<file path="src/design/event_fifo_with_cancel_defines.svh">
// Assertion macros for the event queue with cancel.
// Used by the top level; expects signals named clk and rst_n in scope.
`ifndef EVENT_FIFO_WITH_CANCEL_DEFINES_SVH
`define EVENT_FIFO_WITH_CANCEL_DEFINES_SVH
`ifndef SYNTHESIS
// Property that must hold at every clock edge outside reset.
`define EFC_ASSERT(lbl, prop, msg) \
    lbl: assert property (@(posedge clk) disable iff (!rst_n) prop) else $error(msg);
// Condition that must never be true outside reset.
`define EFC_NEVER(lbl, expr, msg) \
    lbl: assert property (@(posedge clk) disable iff (!rst_n) !(expr)) else $error(msg);
`else
`define EFC_ASSERT(lbl, prop, msg)
`define EFC_NEVER(lbl, expr, msg)
`endif
`endif

</file>
<file path="src/design/efc_pkg.sv">
// Shared types and constants for the event queue with cancel.
// No dependencies; imported by every module of the block.
`default_nettype none
package efc_pkg;

    localparam int DEPTH     = 16;
    localparam int TAG_BITS  = 32;
    localparam int CNT_W     = $clog2(DEPTH + 1);
    localparam int CAP_W     = 5;
    localparam int CMP_W     = (CNT_W > CAP_W) ? CNT_W : CAP_W;
    localparam int EV_TAG_W  = 32;
    localparam int PEND_W    = 5;
    localparam int ADDR_W    = 3;
    localparam int IN_DATA_W = 32;
    localparam int OUT_DATA_W = 40;
    localparam logic [CAP_W-1:0] CAP_RESET = 5'd16;

    typedef enum logic [1:0] {
        CMD_ADD     = 2'd0,
        CMD_PROCESS = 2'd1,
        CMD_CANCEL  = 2'd2
    } cmd_t;

    typedef enum logic [1:0] {
        STATUS_DONE     = 2'd0,
        STATUS_FULL     = 2'd1,
        STATUS_EMPTY    = 2'd2,
        STATUS_NOTFOUND = 2'd3
    } status_t;

    // Per-cycle control broadcast to every cell of the row.
    typedef struct packed {
        logic pop;     // every cell takes its younger neighbor's tag
        logic cancel;  // cells at or behind the first match shift forward
        logic load;    // the tail cell stores the key
    } cell_ctrl_t;

endpackage
`default_nettype wire

</file>
<file path="src/design/efc_cell.sv">
// One storage cell of the queue row: holds a tag, compares it to the key.
// Depends on efc_pkg.
`default_nettype none
module efc_cell
    import efc_pkg::*;
(
    input  wire logic                clk,
    input  wire cell_ctrl_t          ctrl,
    input  wire logic [TAG_BITS-1:0] key,
    input  wire logic                occ,
    input  wire logic                is_tail,
    input  wire logic [TAG_BITS-1:0] nbr_tag,
    input  wire logic                hit_in,
    output logic                     hit_out,
    output logic [TAG_BITS-1:0]      tag_out
);

    logic [TAG_BITS-1:0] tag_reg;
    logic [TAG_BITS-1:0] tag_next;
    logic                match;

    assign match   = occ && (tag_reg == key);
    assign hit_out = hit_in || match;
    assign tag_out = tag_reg;

    // A cancel shifts this cell only when it or an older cell matched.
    always_comb
    begin
        tag_next = tag_reg;
        if (ctrl.pop || (ctrl.cancel && hit_out))
        begin
            tag_next = nbr_tag;
        end
        else if (ctrl.load && is_tail)
        begin
            tag_next = key;
        end
    end

    always_ff @(posedge clk)
    begin
        tag_reg <= tag_next;
    end

endmodule
`default_nettype wire

</file>
<file path="src/design/event_fifo_with_cancel.sv">
// Event queue with cancel: a row of DEPTH cells with an APB register port.
// Depends on efc_pkg, efc_cell and event_fifo_with_cancel_defines.svh.
//
// Usage: each input item on the s_ channel carries a command in s_tuser and a
// tag in s_tdata. Add places the tag at the tail, process removes the head,
// and cancel removes the oldest entry holding the tag while the younger
// entries move one cell toward the head, so the order is kept. Each item gives
// exactly one result item on the m_ channel: status in m_tuser, the tag and
// the pending count in m_tdata.
// The result item is valid in the cycle after acceptance, and the block
// takes one item per cycle while the receiver is not stalling. This rate
// is set by the cell row: every cell compares its tag with the key in
// parallel and a single shift step closes any gap.
// The result sits in an output register; s_tready stays high while that
// register is empty or being taken, so a stalled receiver holds the result
// and stalls the sender with it, and nothing is lost or repeated.
// Reset empties the queue and sets the capacity register to 16. The tag
// cells themselves are not cleared; only cells below the count are read. The
// capacity register (address 0) must be written only while idle; not enforced here.
`default_nettype none
`include "event_fifo_with_cancel_defines.svh"
module event_fifo_with_cancel
    import efc_pkg::*;
(
    input  wire logic                  clk,
    input  wire logic                  rst_n,
    // input item channel
    input  wire logic                  s_tvalid,
    output logic                       s_tready,
    input  wire logic [IN_DATA_W-1:0]  s_tdata,   // [31:0] event_tag
    input  wire logic [1:0]            s_tuser,   // [1:0] command
    // result item channel
    output logic                       m_tvalid,
    input  wire logic                  m_tready,
    output logic [OUT_DATA_W-1:0]      m_tdata,   // [31:0] result_tag,
                                                  // [36:32] pending_count, rest zero
    output logic [1:0]                 m_tuser,   // [1:0] status
    // configuration port
    input  wire logic                  psel,
    input  wire logic                  penable,
    input  wire logic                  pwrite,
    input  wire logic [ADDR_W-1:0]     paddr,
    input  wire logic [31:0]           pwdata,
    output logic [31:0]                prdata,
    output logic                       pready
);

    // ---------------------------------------------------------------
    // Configuration register. Only bit 2 of the address selects the
    // register; anything above the first register is ignored.
    // ---------------------------------------------------------------
    logic [CAP_W-1:0] cap_reg;
    logic [CAP_W-1:0] cap_next;
    logic             cfg_wr;

    assign pready = 1'b1;
    assign cfg_wr = psel && penable && pwrite && pready;
    assign prdata = (paddr[2] == 1'b0) ? {{(32-CAP_W){1'b0}}, cap_reg} : 32'd0;

    always_comb
    begin
        cap_next = cap_reg;
        if (cfg_wr && (paddr[2] == 1'b0))
        begin
            cap_next = pwdata[CAP_W-1:0];
        end
    end

    always_ff @(posedge clk or negedge rst_n)
    begin
        if (!rst_n)
        begin
            cap_reg <= CAP_RESET;
        end
        else
        begin
            cap_reg <= cap_next;
        end
    end

    // ---------------------------------------------------------------
    // Input decode and queue status.
    // ---------------------------------------------------------------
    logic [CNT_W-1:0]    count_reg;
    logic [CNT_W-1:0]    count_next;
    logic                in_acc;
    logic                empty;
    logic                full;
    logic                found;
    cmd_t                cmd;
    logic [TAG_BITS-1:0] key;
    cell_ctrl_t          ctrl;

    logic                   out_valid_reg;
    logic                   out_valid_next;
    status_t                out_status_reg;
    status_t                out_status_next;
    logic [EV_TAG_W-1:0]    out_tag_reg;
    logic [EV_TAG_W-1:0]    out_tag_next;
    logic [PEND_W-1:0]      out_cnt_reg;
    logic [PEND_W-1:0]      out_cnt_next;

    assign s_tready = !out_valid_reg || m_tready;
    assign in_acc   = s_tvalid && s_tready;
    assign cmd      = cmd_t'(s_tuser);
    assign key      = TAG_BITS'(s_tdata[EV_TAG_W-1:0]);
    assign empty    = (count_reg == '0);
    // A capacity above the built depth is covered by the depth check.
    assign full     = (CMP_W'(count_reg) >= CMP_W'(cap_reg))
                   || (count_reg == CNT_W'(DEPTH));

    // ---------------------------------------------------------------
    // Cell row. Cell 0 holds the oldest entry; each cell hands its tag
    // to the older neighbor and passes the match flag to the younger one.
    // ---------------------------------------------------------------
    logic [TAG_BITS-1:0] cell_tag [DEPTH];
    logic [DEPTH:0]      hit_chain;

    assign hit_chain[0] = 1'b0;
    assign found        = hit_chain[DEPTH];

    genvar gi;
    generate
        for (gi = 0; gi < DEPTH; gi++)
        begin : g_cell
            logic [TAG_BITS-1:0] nbr;
            if (gi == DEPTH - 1)
            begin : g_last
                assign nbr = cell_tag[gi];
            end
            else
            begin : g_mid
                assign nbr = cell_tag[gi+1];
            end

            efc_cell u_cell (
                .clk     (clk),
                .ctrl    (ctrl),
                .key     (key),
                .occ     (CNT_W'(gi) < count_reg),
                .is_tail (CNT_W'(gi) == count_reg),
                .nbr_tag (nbr),
                .hit_in  (hit_chain[gi]),
                .hit_out (hit_chain[gi+1]),
                .tag_out (cell_tag[gi])
            );
        end
    endgenerate

    // ---------------------------------------------------------------
    // Operation: cell control, new count and the result item.
    // A cancel that hits returns the key itself, since the entry equals it.
    // ---------------------------------------------------------------
    always_comb
    begin
        ctrl            = '0;
        count_next      = count_reg;
        out_status_next = out_status_reg;
        out_tag_next    = out_tag_reg;
        out_valid_next  = out_valid_reg && !m_tready;
        if (in_acc)
        begin
            out_valid_next  = 1'b1;
            out_status_next = STATUS_DONE;
            out_tag_next    = '0;
            case (cmd)
                CMD_ADD:
                begin
                    if (full)
                    begin
                        out_status_next = STATUS_FULL;
                    end
                    else
                    begin
                        ctrl.load    = 1'b1;
                        count_next   = count_reg + 1'b1;
                        out_tag_next = EV_TAG_W'(key);
                    end
                end
                CMD_PROCESS:
                begin
                    if (empty)
                    begin
                        out_status_next = STATUS_EMPTY;
                    end
                    else
                    begin
                        ctrl.pop     = 1'b1;
                        count_next   = count_reg - 1'b1;
                        out_tag_next = EV_TAG_W'(cell_tag[0]);
                    end
                end
                CMD_CANCEL:
                begin
                    if (empty)
                    begin
                        out_status_next = STATUS_EMPTY;
                    end
                    else if (!found)
                    begin
                        out_status_next = STATUS_NOTFOUND;
                    end
                    else
                    begin
                        ctrl.cancel  = 1'b1;
                        count_next   = count_reg - 1'b1;
                        out_tag_next = EV_TAG_W'(key);
                    end
                end
                default:
                begin
                    // Unused command: queue untouched, reported as done.
                    out_status_next = STATUS_DONE;
                end
            endcase
            out_cnt_next = PEND_W'(count_next);
        end
        else
        begin
            out_cnt_next = out_cnt_reg;
        end
    end

    always_ff @(posedge clk or negedge rst_n)
    begin
        if (!rst_n)
        begin
            count_reg     <= '0;
            out_valid_reg <= 1'b0;
        end
        else
        begin
            count_reg     <= count_next;
            out_valid_reg <= out_valid_next;
        end
    end

    always_ff @(posedge clk)
    begin
        out_status_reg <= out_status_next;
        out_tag_reg    <= out_tag_next;
        out_cnt_reg    <= out_cnt_next;
    end

    assign m_tvalid = out_valid_reg;
    assign m_tuser  = out_status_reg;
    assign m_tdata  = {{(OUT_DATA_W-EV_TAG_W-PEND_W){1'b0}}, out_cnt_reg, out_tag_reg};

    // ---------------------------------------------------------------
    // Assertions.
    // ---------------------------------------------------------------
    `EFC_NEVER(a_count_bound, count_reg > CNT_W'(DEPTH), "count above depth")
    `EFC_ASSERT(a_add_grows, (in_acc && cmd == CMD_ADD && !full) |=> (count_reg == $past(count_reg) + 1'b1), "add did not grow count")
    `EFC_ASSERT(a_pop_empty, (in_acc && cmd == CMD_PROCESS && empty) |=> (m_tvalid && m_tuser == STATUS_EMPTY), "process on empty not reported")
    `EFC_ASSERT(a_cancel_hit, (in_acc && cmd == CMD_CANCEL && !empty && found) |=> (m_tuser == STATUS_DONE && count_reg == $past(count_reg) - 1'b1), "cancel hit not applied")

endmodule
`default_nettype wire
</file>
<file path="config.mk">
export PLATFORM = sky130hd
export DESIGN_NAME = event_fifo_with_cancel
export DESIGN_NICKNAME = d
export VERILOG_FILES = /design/src/design/efc_pkg.sv /design/src/design/efc_cell.sv /design/src/design/event_fifo_with_cancel.sv
export VERILOG_INCLUDE_DIRS = /design/src /design/src/design
export SDC_FILE = /design/constraint.sdc
export NUM_CORES = 1
export LEC_CHECK = 0
export BUFFER_PORTS_ARGS = -buffer_cell sky130_fd_sc_hd__buf_2
export CAP_MARGIN = 20
export CORE_MARGIN = 8
export CORE_UTILIZATION = 57
export DETAILED_ROUTE_END_ITERATION = 10
export PLACE_DENSITY = 0.84
export RECOVER_POWER = 50
export SLEW_MARGIN = 20
export SYNTH_ARGS = -nofsm -noshare
export SYNTH_HDL_FRONTEND = slang
export SYNTH_SLANG_ARGS = --single-unit
</file>
<file path="constraint.sdc">
create_clock -name clk -period 4.43 [get_ports clk]
set_clock_uncertainty 0.15 [all_clocks]
set_input_delay 0.6645 -clock clk [delete_from_list [all_inputs] [get_ports clk]]
set_output_delay 0.6645 -clock clk [all_outputs]
set_load 0.01 [all_outputs]
</file>
==> impl_metrics.toml <==
[status]
status = "complete, no violations"

[route]
detail_route.wl_per_cell_um = 29.5
via_per_inst = 6.42
antenna_left = 0
drt_iter0_drc = 2572
drt_drc_violations_left = 0
dr.pass1.iters = 6
num_vias = 22000
drt_wl_total_um = 101000

[finish]
seqCellArea_sq_mm = 0.0168
fin_area_sq_mm = 0.0370
fill_cells = 4304
fin_cells = 3424
drive_gt1_frac = 0.261
antennaDiodeCount = 0
largest_reg_flops = 512
multi_input_area_sq_mm = 0.0147
nets = 2694
syn2layout_area_growth_pct = 11.2

[clock_tree]
cts-resized-gates = 0
numCtsBuffers = 61
cts-htree-levels = 2
cts_tree = "done"
cts-root-buf = "clkbuf_16"
cts_setup_buffers = 0
clk_pin_slew_ns = 0.06
clockBufferDepth = 3
clk_latency_ns = 0.64
cts_sinks = 562

[setup_path]
cp-start-kind = "input port"
critical_path_arrival_ns = 4.51
worstSetupStartpoint = "s_tdata[6]"
path_cells = "clkbuf_1 -> xor2_1 -> nor4_1 -> and4_1 -> nor4bb_1 -> a2111oi_0 -> clkbuf_1 -> nand2_1 -> a21oi_4 -> clkbuf_4 -> mux2_2"
crit_path_max_incr_delay_ns = 0.80
path_buf_inv = 3
cp_top_family = "buffers and inverters"
endpoint_kind = "flip-flop"
crit_fanout = 33
regToRegSetupSlack_ns = 0.18
crit_slowest_cell = "clkbuf_1"
r2r-start = "count_reg[3]"
worstPathRequired_ns = 4.63
cpMostUsedCell = "clkbuf_1"
timing.rr.end = "g_cell[7].u_cell.tag_out[30]"
crit_type = "in -> reg"
rr_worst_depth = 10

[sta]
rsz0062_at_grt = "no"
setup_violations = 0
hold_violations = 0
fmax_ghz = 0.232
layout_min_cycle_time_ns = 4.31
worst_pin_slew_ns = 1.11
period_share = 0.973
maxSlewHeadroom = 0.262
drv_slew = 0

[grt]
grt_use_total = 0.297
grt_max_degree = 46
grt_pass1_wl_um = 149000
overflow = 0
antenna_found_initial = 0
grt_pass1_vias = 21800

[synth]
yosysSeqAreaShare = 0.505
yosys.area.top_type_share = 0.497
synthFlopType = "edfxtp_1"
synth_top_area_cell = "edfxtp_1"
avgSynthCellArea_sq_um = 13.6
synth_cells = 2459
synth-seq-cells = 562
synthArstFlopShare = 0.0196
yosys-top-cells-area = "edfxtp_1 50%, xor2_1 9.6%, mux2_2 9.5%, mux2_4 3.9%, xnor2_1 3.9%"
ys_warn_count = 0
synth-edff-count = 551
synth.distinct_cells = 87
syn-cell-area_sq_mm = 0.0333

[place]
gp_congestion = 1.00
dp_cells = 3309
hpwl_um = 75200
place_area_sq_mm = 0.0352
port_buffers = 92

[die]
start_util = 0.576
dieArea_sq_mm = 0.0665
num_rows = 88
die_x_um = 258
core-area_sq_mm = 0.0578
die_h_um = 258
ios = 153

[power]
ir_drop_mv = 0.471
finalPower_mw = 14.0
p_sw_mw = 3.85
cellPowerDensity_mw_per_mm2 = 379
p_comb_frac = 0.168
p_clk_frac = 0.385
switching_share = 0.274
pwr-share-seq = 0.447
internal-power_mw = 10.2
power_leakage_nw = 12.7

[job]
cap_viol_max_count = 0

[worst_hold_path]
hold_class = "in -> reg"
holdPathEnd = "m_tvalid"
min_path_cells = 2
hold_path.startpoint = "s_tvalid"
cell families (layout without fill, tap and decap cells):
family	after synthesis	in the layout	synth area share
muxes	482	482	0.173
adders and majority gates	10	10	0.00375
buffers and inverters	237	408	0.0585
AOI/OAI and AO/OA	126	126	0.0313
xor gates and xnor gates	516	516	0.136
other	2	31	0.000225
DFF	562	562	0.505
and+or+nand+nor	524	524	0.0928
cells in the mapped netlist (all sizes together), types with 3 or more instances:
library cell	number
edfxtp	551
mux2	481
xor2	367
buf	162
nor4	153
xnor2	149
nand4	89
nor2	70
nand2	55
nor3	44
clkbuf	39
nand3	37
a22o	33
o21ai	24
dlygate4sd3	20
inv	15
a21oi	14
or3	12
nor4b	11
a21o	10
dfrtp	10
ha	10
nand2b	10
nand4b	7
o211ai	7
or4	6
a31o	5
and3	5
and4	5
a31oi	4
nor2b	4
a21boi	3
and2	3
o2111ai	3
o21bai	3
or4b	3
routing by layer:
metal	share of wire	vias to the layer above	track usage	wire, um
li1	-	9475	-	-
met1	0.40	11100	0.400	40600
met2	0.47	1199	0.480	47500
met3	0.094	206	0.0620	9550
met4	0.034	0	0.0928	3470
met5	0	-	0	0
how the worst max path moves through the flow:
| stage | endpoint | slack, ns | cells past startpoint |
|---|---|---|---|
| after CTS | g_cell[12].u_cell.tag_out[30] | 0.53 | 12 |
| after detailed placement | g_cell[11].u_cell.tag_out[26] | -0.008 | 15 |
| after global placement | g_cell[11].u_cell.tag_out[30] | 0.02 | 15 |
| after global routing | g_cell[10].u_cell.tag_out[7] | 0.15 | 12 |
| final | g_cell[7].u_cell.tag_out[30] | 0.12 | 11 |
| after floorplan | g_cell[12].u_cell.tag_out[0] | -0.06 | 9 |
through the flow:
stage	hold slack, ns	worst slack (ns)	util	setup TNS [ns]
CTS	0.0531	0.535	0.645	0
global placement	0.338	0.0228	0.608	0
global route	0.0909	0.151	0.641	0
detailed placement	0.360	-0.00806	0.608	-0.137
finish	0.0804	0.118	0.641	0
floorplan	0.219	-0.0575	-	-1.84
power by group through the flow:
stage | Clock [mW] | Combinational, mW | Sequential, mW
6_report | 5.40 | 2.36 | 6.28
5_1_grt | 5.64 | 2.48 | 6.30
4_1_cts | 5.46 | 2.32 | 6.28
3_5_place_dp | 0 | 2.31 | 6.39
3_3_place_gp | 0 | 2.28 | 6.38
2_1_floorplan | 0 | 1.51 | 6.34
cell type report:
type,count,share of cell area
Timing Repair Buffer,278,0.0658
Clock inverter,47,0.0147
Clock buffer,67,0.0418
Inverter,16,0.00162
Multi-Input combinational cell,1689,0.396
Sequential cell,562,0.454
Tap cell,765,0.0258
layout by cell type, fill, tap and decap left out, types with 6 or more instances in the layout:
master,n
buf_12,55
mux2_2,268
o21ai_0,13
a21o_1,10
xor2_1,366
nand4b_1,7
mux2_4,76
xnor2_1,148
edfxtp_1,551
clkbuf_16,61
a22o_1,33
nor4_2,7
o21ai_4,6
conb_1,31
or3_1,11
clkinvlp_4,7
nand3_1,35
o211ai_1,7
inv_1,15
nor2_1,68
bufinv_16,12
mux2_1,137
nor3_1,41
clkbuf_1,76
or4_1,6
dfrtp_1,10
nor4b_1,8
a21oi_1,12
nand2b_1,10
nand2_1,55
ha_1,10
clkinv_2,14
buf_2,30
buf_4,119
nor4_1,144
clkinv_1,13
nand4_1,89
what timing repair did:
item,in CTS,in global routing
setup endpoints to repair,0,0
hold buffers,1,0
hold endpoints to repair,10,0
No activity file was read; power rests on OpenSTA's default activity.
